**config.mk**
```make
export PLATFORM = sky130hd
export DESIGN_NAME = unicode_transcoder_core
export DESIGN_NICKNAME = d
export VERILOG_FILES = /design/src/rtl/utx_pkg.sv /design/src/rtl/unicode_transcoder_core.sv /design/src/rtl/utx_front.sv /design/src/rtl/utx_queue.sv /design/src/rtl/utx_back.sv
export SDC_FILE = /design/constraint.sdc
export NUM_CORES = 1
export LEC_CHECK = 0
export BUFFER_PORTS_ARGS = -buffer_cell sky130_fd_sc_hd__clkbuf_2
export CORE_AREA = 3 3 210 254
export DETAILED_ROUTE_END_ITERATION = 10
export DIE_AREA = 0 0 213 257
export GPL_ROUTABILITY_DRIVEN = 0
export GPL_TIMING_DRIVEN = 1
export SYNTH_ARGS = -nofsm -noshare
export SYNTH_HDL_FRONTEND = slang
export SYNTH_SLANG_ARGS = --single-unit
```
**constraint.sdc**
```tcl
create_clock -name clk -period 19.6 [get_ports clk]
set_clock_uncertainty 0.1 [all_clocks]
set_input_delay 1.96 -clock clk [delete_from_list [all_inputs] [get_ports clk]]
set_output_delay 1.96 -clock clk [all_outputs]
set_load 0.005 [all_outputs]
```
**src/rtl/utx_pkg.sv**
```systemverilog
package utx_pkg;

  typedef enum logic [1:0] {
    FMT_UTF8  = 2'd0,
    FMT_UTF16 = 2'd1,
    FMT_UTF32 = 2'd2
  } fmt_t;

  // Register select is paddr[2]
  localparam logic REG_SOURCE_FORMAT = 1'b0;
  localparam logic REG_TARGET_FORMAT = 1'b1;

  localparam logic [1:0] SOURCE_FORMAT_RST = 2'd0;
  localparam logic [1:0] TARGET_FORMAT_RST = 2'd1;

  localparam int unsigned QUEUE_DEPTH_DEF = 4;

  localparam logic [31:0] CP_ERR    = 32'h0000_FFFD;
  localparam logic [31:0] CP_BOM    = 32'h0000_FEFF;
  localparam logic [31:0] SUPP_BASE = 32'h0001_0000;
  // 0xD800 minus (0x10000 >> 10): high surrogate straight from cp[25:10]
  localparam logic [15:0] SURR_HI_ADJ = 16'hD7C0;
  localparam logic [5:0]  SURR_HI_TAG = 6'b110110;
  localparam logic [5:0]  SURR_LO_TAG = 6'b110111;

  // One queue record: up to two code points decoded from one input transfer
  typedef struct packed {
    logic        two;
    logic [31:0] cp0;
    logic        end0;
    logic [31:0] cp1;
    logic        end1;
  } rec_t;

endpackage

```
**src/rtl/unicode_transcoder_core.sv**
```systemverilog
// With an idle back end, an input transfer that yields a code point is queued and its
// result is then registered into the output register. Throughput: one input per cycle
// while each yields at most one result unit; a record is serialised one output unit
// per cycle (up to 6) while out_stall is low, and a record queue of QUEUE_DEPTH
// entries sits between decoder and encoder; input stalls while it is full.
// Reset (rst_n, synchronous, active low): queue and output empty, no pending
// sequence, source UTF-8, target UTF-16.
module unicode_transcoder_core import utx_pkg::*; #(
  parameter int unsigned QUEUE_DEPTH = QUEUE_DEPTH_DEF
) (
  input  logic        clk,
  input  logic        rst_n,
  input  logic        in_valid,
  output logic        in_stall,
  input  logic [31:0] in_code_unit,
  output logic        out_valid,
  input  logic        out_stall,
  output logic [31:0] out_out_unit,
  output logic        out_last_of_run,
  output logic        out_string_end,
  input  logic        psel,
  input  logic        penable,
  input  logic        pwrite,
  input  logic [2:0]  paddr,
  input  logic [31:0] pwdata,
  output logic [31:0] prdata,
  output logic        pready
);

  logic [1:0] src_fmt_r, tgt_fmt_r;
  logic       cfg_wr, flush;
  logic       push, pop, head_valid, queue_full;
  rec_t       push_rec, head_rec;

  assign pready = 1'b1;
  assign cfg_wr = psel && penable && pwrite;
  assign flush  = cfg_wr && (paddr[2] == REG_SOURCE_FORMAT);
  assign prdata = (paddr[2] == REG_TARGET_FORMAT) ? {30'd0, tgt_fmt_r} : {30'd0, src_fmt_r};

  always_ff @(posedge clk) begin
    if (!rst_n) begin
      src_fmt_r <= SOURCE_FORMAT_RST;
      tgt_fmt_r <= TARGET_FORMAT_RST;
    end else if (cfg_wr) begin
      if (paddr[2] == REG_SOURCE_FORMAT) src_fmt_r <= pwdata[1:0];
      else                               tgt_fmt_r <= pwdata[1:0];
    end
  end

  utx_front u_front (
    .clk          (clk),
    .rst_n        (rst_n),
    .src_fmt      (src_fmt_r),
    .flush        (flush),
    .in_valid     (in_valid),
    .in_code_unit (in_code_unit),
    .queue_full   (queue_full),
    .in_stall     (in_stall),
    .push         (push),
    .push_rec     (push_rec)
  );

  utx_queue #(
    .DEPTH (QUEUE_DEPTH)
  ) u_queue (
    .clk        (clk),
    .rst_n      (rst_n),
    .push       (push),
    .push_rec   (push_rec),
    .pop        (pop),
    .head_rec   (head_rec),
    .head_valid (head_valid),
    .full       (queue_full)
  );

  utx_back u_back (
    .clk             (clk),
    .rst_n           (rst_n),
    .tgt_fmt         (tgt_fmt_r),
    .head_rec        (head_rec),
    .head_valid      (head_valid),
    .pop             (pop),
    .out_valid       (out_valid),
    .out_stall       (out_stall),
    .out_out_unit    (out_out_unit),
    .out_last_of_run (out_last_of_run),
    .out_string_end  (out_string_end)
  );

endmodule

```
**src/rtl/utx_front.sv**
```systemverilog
module utx_front import utx_pkg::*; (
  input  logic        clk,
  input  logic        rst_n,
  input  logic [1:0]  src_fmt,
  input  logic        flush,
  input  logic        in_valid,
  input  logic [31:0] in_code_unit,
  input  logic        queue_full,
  output logic        in_stall,
  output logic        push,
  output rec_t        push_rec
);

  typedef struct packed {
    logic emit;
    logic fin;
    logic lwe;
  } flt_t;

  function automatic flt_t filt(input logic [31:0] cp, input logic lwe);
    flt_t r;
    r.emit = 1'b0;
    r.fin  = 1'b0;
    r.lwe  = lwe;
    if (cp == 32'd0) begin
      r.emit = 1'b1;
      r.fin  = 1'b1;
      r.lwe  = 1'b0;
    end else if (cp != CP_BOM && !(cp == CP_ERR && lwe)) begin
      r.emit = 1'b1;
      r.lwe  = (cp == CP_ERR);
    end
    return r;
  endfunction

  logic [1:0]  pc_r, pc_nxt;
  logic [15:0] p0_r, p0_nxt;
  logic [5:0]  p1_r, p1_nxt, p2_r, p2_nxt;
  logic        lwe_r, lwe_nxt;

  logic        accept;
  logic [7:0]  b;
  logic [15:0] u;
  logic        dec_a_v, dec_f_v;
  logic [31:0] dec_a, dec_f;
  logic [1:0]  need;
  logic [21:0] v;
  logic [21:0] lim;
  logic        c0_v, c1_v;
  logic [31:0] c0, c1;
  flt_t        f0, f1;
  logic        e0, e1;

  assign in_stall = queue_full;
  assign accept   = in_valid && !queue_full;
  assign b        = in_code_unit[7:0];
  assign u        = in_code_unit[15:0];

  always_comb begin
    unique case (p0_r[7:4])
      4'b1100, 4'b1101: need = 2'd1;
      4'b1110:          need = 2'd2;
      default:          need = 2'd3;
    endcase
    unique case (need)
      2'd1: begin
        v   = {11'd0, p0_r[4:0], b[5:0]};
        lim = 22'h80;
      end
      2'd2: begin
        v   = {6'd0, p0_r[3:0], p1_r, b[5:0]};
        lim = 22'h800;
      end
      default: begin
        v   = {p0_r[3:0], p1_r, p2_r, b[5:0]};
        lim = 22'h10000;
      end
    endcase
  end

  // Decode: dec_a resolves a pending sequence, dec_f is the unit taken afresh
  always_comb begin
    logic fresh;
    fresh   = 1'b0;
    dec_a_v = 1'b0;
    dec_a   = '0;
    dec_f_v = 1'b0;
    dec_f   = '0;
    pc_nxt  = pc_r;
    p0_nxt  = p0_r;
    p1_nxt  = p1_r;
    p2_nxt  = p2_r;
    unique case (src_fmt)
      FMT_UTF8: begin
        fresh = (pc_r == 2'd0);
        if (pc_r != 2'd0) begin
          if (b[7:6] == 2'b10) begin
            if (pc_r < need) begin
              if (pc_r == 2'd1) p1_nxt = b[5:0];
              else              p2_nxt = b[5:0];
              pc_nxt = pc_r + 2'd1;
            end else begin
              pc_nxt  = 2'd0;
              dec_a_v = 1'b1;
              dec_a   = (v < lim) ? CP_ERR : {10'd0, v};
            end
          end else begin
            // truncated: error, then the unit is taken afresh
            pc_nxt  = 2'd0;
            dec_a_v = 1'b1;
            dec_a   = CP_ERR;
            fresh   = 1'b1;
          end
        end
        if (fresh) begin
          if (!b[7]) begin
            dec_f_v = 1'b1;
            dec_f   = {24'd0, b};
          end else if (b[7:6] == 2'b11 && b[5:3] != 3'b111) begin
            p0_nxt = {8'd0, b};
            pc_nxt = 2'd1;
          end else begin
            dec_f_v = 1'b1;
            dec_f   = CP_ERR;
          end
        end
      end
      FMT_UTF16: begin
        fresh = (pc_r == 2'd0);
        if (pc_r != 2'd0) begin
          pc_nxt  = 2'd0;
          dec_a_v = 1'b1;
          if (u[15:10] == SURR_LO_TAG) begin
            dec_a = SUPP_BASE + {12'd0, p0_r[9:0], u[9:0]};
          end else begin
            dec_a = CP_ERR;
            fresh = 1'b1;
          end
        end
        if (fresh) begin
          if (u[15:10] == SURR_HI_TAG) begin
            p0_nxt = u;
            pc_nxt = 2'd1;
          end else begin
            dec_f_v = 1'b1;
            dec_f   = {16'd0, u};
          end
        end
      end
      default: begin
        dec_f_v = 1'b1;
        dec_f   = in_code_unit;
      end
    endcase
  end

  assign c0_v = dec_a_v || dec_f_v;
  assign c0   = dec_a_v ? dec_a : dec_f;
  assign c1_v = dec_a_v && dec_f_v;
  assign c1   = dec_f;

  // Drop BOM, collapse runs of U+FFFD, flag the terminator
  assign f0 = filt(c0, lwe_r);
  assign f1 = filt(c1, c0_v ? f0.lwe : lwe_r);
  assign e0 = c0_v && f0.emit;
  assign e1 = c1_v && f1.emit;

  always_comb begin
    lwe_nxt = lwe_r;
    if (c1_v)      lwe_nxt = f1.lwe;
    else if (c0_v) lwe_nxt = f0.lwe;
  end

  always_comb begin
    push_rec.two  = e0 && e1;
    push_rec.cp0  = e0 ? c0 : c1;
    push_rec.end0 = e0 ? f0.fin : f1.fin;
    push_rec.cp1  = c1;
    push_rec.end1 = f1.fin;
  end

  assign push = accept && (e0 || e1);

  always_ff @(posedge clk) begin
    if (!rst_n) begin
      pc_r  <= 2'd0;
      lwe_r <= 1'b0;
    end else if (flush) begin
      pc_r <= 2'd0;
    end else if (accept) begin
      pc_r  <= ((e0 && f0.fin) || (e1 && f1.fin)) ? 2'd0 : pc_nxt;
      lwe_r <= lwe_nxt;
    end
  end

  always_ff @(posedge clk) begin
    if (accept) begin
      p0_r <= p0_nxt;
      p1_r <= p1_nxt;
      p2_r <= p2_nxt;
    end
  end

  a_utf8_only_deep: assert property (@(posedge clk) disable iff (!rst_n)
    (src_fmt != FMT_UTF8) |-> (pc_r <= 2'd1))
    else $error("pending depth above one outside UTF-8");

endmodule

```
**src/rtl/utx_queue.sv**
```systemverilog
module utx_queue import utx_pkg::*; #(
  parameter int unsigned DEPTH = QUEUE_DEPTH_DEF
) (
  input  logic clk,
  input  logic rst_n,
  input  logic push,
  input  rec_t push_rec,
  input  logic pop,
  output rec_t head_rec,
  output logic head_valid,
  output logic full
);

  localparam int unsigned PW = (DEPTH > 1) ? $clog2(DEPTH) : 1;
  localparam int unsigned CW = $clog2(DEPTH + 1);
  localparam logic [PW-1:0] LAST_PTR = PW'(DEPTH - 1);
  localparam logic [CW-1:0] FULL_CNT = CW'(DEPTH);

  rec_t          mem_r [DEPTH];
  logic [PW-1:0] wr_ptr_r, rd_ptr_r;
  logic [CW-1:0] cnt_r, cnt_nxt;

  assign head_rec   = mem_r[rd_ptr_r];
  assign head_valid = (cnt_r != '0);
  assign full       = (cnt_r == FULL_CNT);

  always_comb begin
    unique case ({push, pop})
      2'b10:   cnt_nxt = cnt_r + 1'b1;
      2'b01:   cnt_nxt = cnt_r - 1'b1;
      default: cnt_nxt = cnt_r;
    endcase
  end

  always_ff @(posedge clk) begin
    if (!rst_n) begin
      wr_ptr_r <= '0;
      rd_ptr_r <= '0;
      cnt_r    <= '0;
    end else begin
      if (push) wr_ptr_r <= (wr_ptr_r == LAST_PTR) ? '0 : wr_ptr_r + 1'b1;
      if (pop)  rd_ptr_r <= (rd_ptr_r == LAST_PTR) ? '0 : rd_ptr_r + 1'b1;
      cnt_r <= cnt_nxt;
    end
  end

  always_ff @(posedge clk) begin
    if (push) mem_r[wr_ptr_r] <= push_rec;
  end

  a_no_overflow: assert property (@(posedge clk) disable iff (!rst_n)
    push |-> !full)
    else $error("queue written while full");

  a_no_underflow: assert property (@(posedge clk) disable iff (!rst_n)
    pop |-> head_valid)
    else $error("queue read while empty");

endmodule

```
**src/rtl/utx_back.sv**
```systemverilog
module utx_back import utx_pkg::*; (
  input  logic        clk,
  input  logic        rst_n,
  input  logic [1:0]  tgt_fmt,
  input  rec_t        head_rec,
  input  logic        head_valid,
  output logic        pop,
  output logic        out_valid,
  input  logic        out_stall,
  output logic [31:0] out_out_unit,
  output logic        out_last_of_run,
  output logic        out_string_end
);

  logic        sel_r;
  logic [1:0]  idx_r;
  logic        out_valid_r;
  logic [31:0] unit_r;
  logic        last_r, fin_r;

  logic [31:0] cp;
  logic        fin;
  logic [1:0]  last_idx;
  logic [1:0]  tail_pos;
  logic [5:0]  grp;
  logic [31:0] unit;
  logic        adv, cp_last, run_last;

  assign cp  = sel_r ? head_rec.cp1 : head_rec.cp0;
  assign fin = sel_r ? head_rec.end1 : head_rec.end0;

  always_comb begin
    if (fin) begin
      last_idx = 2'd0;
    end else begin
      unique case (tgt_fmt)
        FMT_UTF8: begin
          if (cp < 32'h80)         last_idx = 2'd0;
          else if (cp < 32'h800)   last_idx = 2'd1;
          else if (cp < SUPP_BASE) last_idx = 2'd2;
          else                     last_idx = 2'd3;
        end
        FMT_UTF16: last_idx = (cp >= SUPP_BASE) ? 2'd1 : 2'd0;
        default:   last_idx = 2'd0;
      endcase
    end
  end

  // continuation byte: 6-bit group counted from the tail of the sequence
  assign tail_pos = last_idx - idx_r;
  always_comb begin
    unique case (tail_pos)
      2'd0:    grp = cp[5:0];
      2'd1:    grp = cp[11:6];
      default: grp = cp[17:12];
    endcase
  end

  always_comb begin
    unit = cp;
    if (fin) begin
      unit = '0;
    end else begin
      unique case (tgt_fmt)
        FMT_UTF8: begin
          if (idx_r != 2'd0) begin
            unit = {24'd0, 2'b10, grp};
          end else begin
            unique case (last_idx)
              2'd0:    unit = {24'd0, cp[7:0]};
              2'd1:    unit = {24'd0, 3'b110, cp[10:6]};
              2'd2:    unit = {24'd0, 4'b1110, cp[15:12]};
              default: unit = {24'd0, 8'hF0 + cp[25:18]};
            endcase
          end
        end
        FMT_UTF16: begin
          if (last_idx == 2'd0)   unit = {16'd0, cp[15:0]};
          else if (idx_r == 2'd0) unit = {16'd0, SURR_HI_ADJ + cp[25:10]};
          else                    unit = {16'd0, SURR_LO_TAG, cp[9:0]};
        end
        default: unit = cp;
      endcase
    end
  end

  assign adv      = head_valid && (!out_valid_r || !out_stall);
  assign cp_last  = (idx_r == last_idx);
  assign run_last = cp_last && (sel_r || !head_rec.two);
  assign pop      = adv && run_last;

  always_ff @(posedge clk) begin
    if (!rst_n) begin
      out_valid_r <= 1'b0;
      sel_r       <= 1'b0;
      idx_r       <= 2'd0;
    end else begin
      if (adv)             out_valid_r <= 1'b1;
      else if (!out_stall) out_valid_r <= 1'b0;
      if (adv) begin
        if (cp_last) begin
          idx_r <= 2'd0;
          sel_r <= !run_last;
        end else begin
          idx_r <= idx_r + 2'd1;
        end
      end
    end
  end

  always_ff @(posedge clk) begin
    if (adv) begin
      unit_r <= unit;
      last_r <= run_last;
      fin_r  <= fin;
    end
  end

  assign out_valid       = out_valid_r;
  assign out_out_unit    = unit_r;
  assign out_last_of_run = last_r;
  assign out_string_end  = fin_r;

  a_second_cp_held: assert property (@(posedge clk) disable iff (!rst_n)
    sel_r |-> (head_valid && head_rec.two))
    else $error("second code point selected without a two-point record");

  a_end_is_single: assert property (@(posedge clk) disable iff (!rst_n)
    (out_valid_r && fin_r) |-> (unit_r == 32'd0 && last_r))
    else $error("string end result malformed");

endmodule

```
==> flow_summary.ini <==
[run_status]
status = finished, final reports clean

[drt]
drc = 0
ant_nets = 0
first_pass_iters = 7
viasPerCell = 5.27
wl_um = 38900
first_iter_violations = 806
route.detailed.wl_per_inst_um = 20.8
via_count = 9878

[power]
worst_ir_drop_vdd_mv = 0.0698
p_per_area_nw_per_um2 = 135
p_leak_uw = 0.00597

[die]
fp.dieH_um = 257
num_rows = 91
die_w_um = 213
io_pins = 143
initial_utilization_pct = 29.8
die_area_um2 = 54700
core_um2 = 51100

[worst_setup_path]
cp-end-kind = flop
crit_arrival_ps = 6970
cp_common_cell = ha_1
worst-path-stages = 18
crit_fanout = 32
crit_chain = ha_1 > nor2b_1 > ha_1 > o21ai_0 > ha_1 > a2111oi_0 > nand4_1 > a21oi_1 > a31oi_1 > nor4_4 > a21oi_1 > nor2_2 > ha_1 > inv_1 > fa_1 > xor2_1 > or3_1 > a21boi_0
cp_data_required_time_ps = 19990
rr_worst_depth = 18
path_buf_inv = 1
crit_path_max_incr_delay_ps = 830
crit_slowest_cell = ha_1
critPathTopFamily = adder cells
worst_setup_path_start_kind = flop
crit_type = flop to flop

[clocking]
h-tree-depth = 1
clock_latency_ps = 570
numClockSinks = 304
cts_resized = 0
cts_setup_buffers = 0
cts_tree = yes
ctsHoldBuffers = 0
path_clk_slew_ps = 60
clockBufferDepth = 3
clockRootBuffer = clkbuf_16
cts_buffers = 31

[logic_synthesis]
synth_area_leaders = edfxtp_1 (56%), mux4_2 (6.9%), dfxtp_1 (2.6%)
muxShareOfSynthArea_pct = 12.2
synth_cells = 1121
synth-edff-count = 284
synthAdderAreaFrac_pct = 2.18
synth_top_family_by_area = multiplexers
ys_top_cells_by_count = edfxtp_1 (284), nor2_1 (68), inv_1 (57)
synth_ff_type = edfxtp_1
yosysTopAreaCell = edfxtp_1
syn_area_per_cell_um2 = 13.6
ys_ff_latch = 304
synth-simple-area-share_pct = 9.57
yosys.area.top_type_share_pct = 55.9
yosysWarnings = 0
synth_xor_xnor_area_share_pct = 1.11
yosysSeqAreaShare_pct = 58.5
synth-compound-area-share_pct = 11.6
syn_area_um2 = 15300
synth.most_common_cell = edfxtp_1
ys_types = 101
async_reset_ff_share_pct = 0

[global_route]
grt_max_degree = 58
grt_pass1_vias = 9853
grtUsageTotal_pct = 13.9
antenna_found_initial = 3
grt_first_pass_wirelength_um = 59000
grt.overflow.total = 0

[cells_and_area]
drive_above_1_share_pct = 20.2
syn2layout_area_growth_pct = 13.0
fill_cells = 4900
design_area_um2 = 17200
fin_nets = 1295

[sta]
fin_setup_tns_ps = 0
max_clock_freq_mhz = 152
finalSetupViolations = 0
maxSlewHeadroom_pct = 20.6
min_period_ps = 6580
final-max-slew-violation-count = 0
finalHoldViolations = 0
grt_setup_unrepaired = false
tightestPinTransition_ps = 1180
period_share_pct = 33.6

[job]
maxCapViolCount = 0

[min_path]
hold_path.class = flop to flop
min_path_cells = 2

[placement]
hpwlAfterDp_um = 27100
dpl-instance-area_um2 = 16200
io_buffers = 79
[flip-flops by register name (all words and copies together), names as in the netlist, named ones only]
name and cells:
u_queue.mem_r 228, u_back.out_out_unit 32, u_front.p0_r 10, u_front.p1_r 6
u_front.p2_r 6, u_queue.cnt_r 3, src_fmt_r 2, tgt_fmt_r 2
u_back.idx_r 2, u_front.pc_r 2, u_queue.rd_ptr_r 2, u_queue.wr_ptr_r 2
u_back.out_last_of_run 1, u_back.out_string_end 1, u_back.out_valid 1, u_back.sel_r 1
u_front.lwe_r 1
[worst min-delay path, cell delays in order (launching register included)]
cell and delay [ps]:
dfxtp_1 320, nand2_1 50, a21boi_0 60
[per-layer routing]
metal | track usage [%] | share of wire [%] | up-vias
met1 | 17.5 | 40 | 4827
met5 | 0 | 0.033 | -
met2 | 23.2 | 48 | 451
met4 | 5.60 | 4.1 | 2
met3 | 2.98 | 7.4 | 124
li1 | - | - | 4474
[cell type report]
type                       count  area (um^2)  share of cell area (%)
antenna                        2         5.00                  0.0290
clock buffer                  35          791                    4.58
clock inverter                23          210                    1.22
inverter                      59          221                    1.28
multi-input combinational    703         5750                    33.3
sequential                   304         8930                    51.8
tap                          651          815                    4.72
timing repair buffer          96          523                    3.03
[stage by stage]
| stage | util [%] | cells | hold slack [ps] | power (uW) | setup WS [ps] |
|---|---|---|---|---|---|
| 6_report | 33.7 | 1873 | 381 | 2320 | 13020 |
| 5_1_grt | 33.7 | 1871 | 430 | 2450 | 12370 |
| 4_1_cts | 33.7 | 1871 | 385 | 2340 | 13060 |
| 3_5_place_dp | 31.8 | 1813 | 376 | 1760 | 12670 |
| 3_3_place_gp | 31.8 | 1813 | 374 | 1750 | 12720 |
| 2_1_floorplan | - | 1150 | 370 | 1510 | 12870 |
[power breakdown]
group / switching [uW] / leakage (uW) / internal [uW]
Clock: 248 / 0.000492 / 331
Sequential: 44.9 / 0.00281 / 888
Combinational: 486 / 0.00266 / 322
[final timing paths]
kind	slack (ps)	from	endpoint
max	13020	u_front.p0_r[6]	u_queue.cnt_r[2]
min	380	u_back.out_valid	u_back.out_valid
min reg2reg	380	u_back.out_valid	u_back.out_valid
max reg2reg	13020	u_front.p0_r[6]	u_queue.cnt_r[2]
[logic make-up after synthesis]
family / after synthesis
flip-flops: 304
AO/OA/AOI/OAI: 255
other: 2
multiplexers: 104
AND/OR/NAND/NOR: 272
buffers and inverters: 143
XOR/XNOR: 15
adder cells (fa/ha/maj): 26
[placed cells by master (no fill, tap or decap), types with 18 or more instances in the layout]
| master | n |
|---|---|
| a21oi_1 | 54 |
| and2_1 | 33 |
| clkbuf_16 | 31 |
| clkbuf_2 | 79 |
| conb_1 | 31 |
| dfxtp_1 | 18 |
| edfxtp_1 | 284 |
| ha_1 | 25 |
| inv_1 | 57 |
| mux2i_1 | 30 |
| mux4_2 | 47 |
| nand2_1 | 47 |
| nand3_1 | 19 |
| nor2_1 | 64 |
| o21ai_0 | 43 |
No activity file was read; power rests on OpenSTA's default activity.
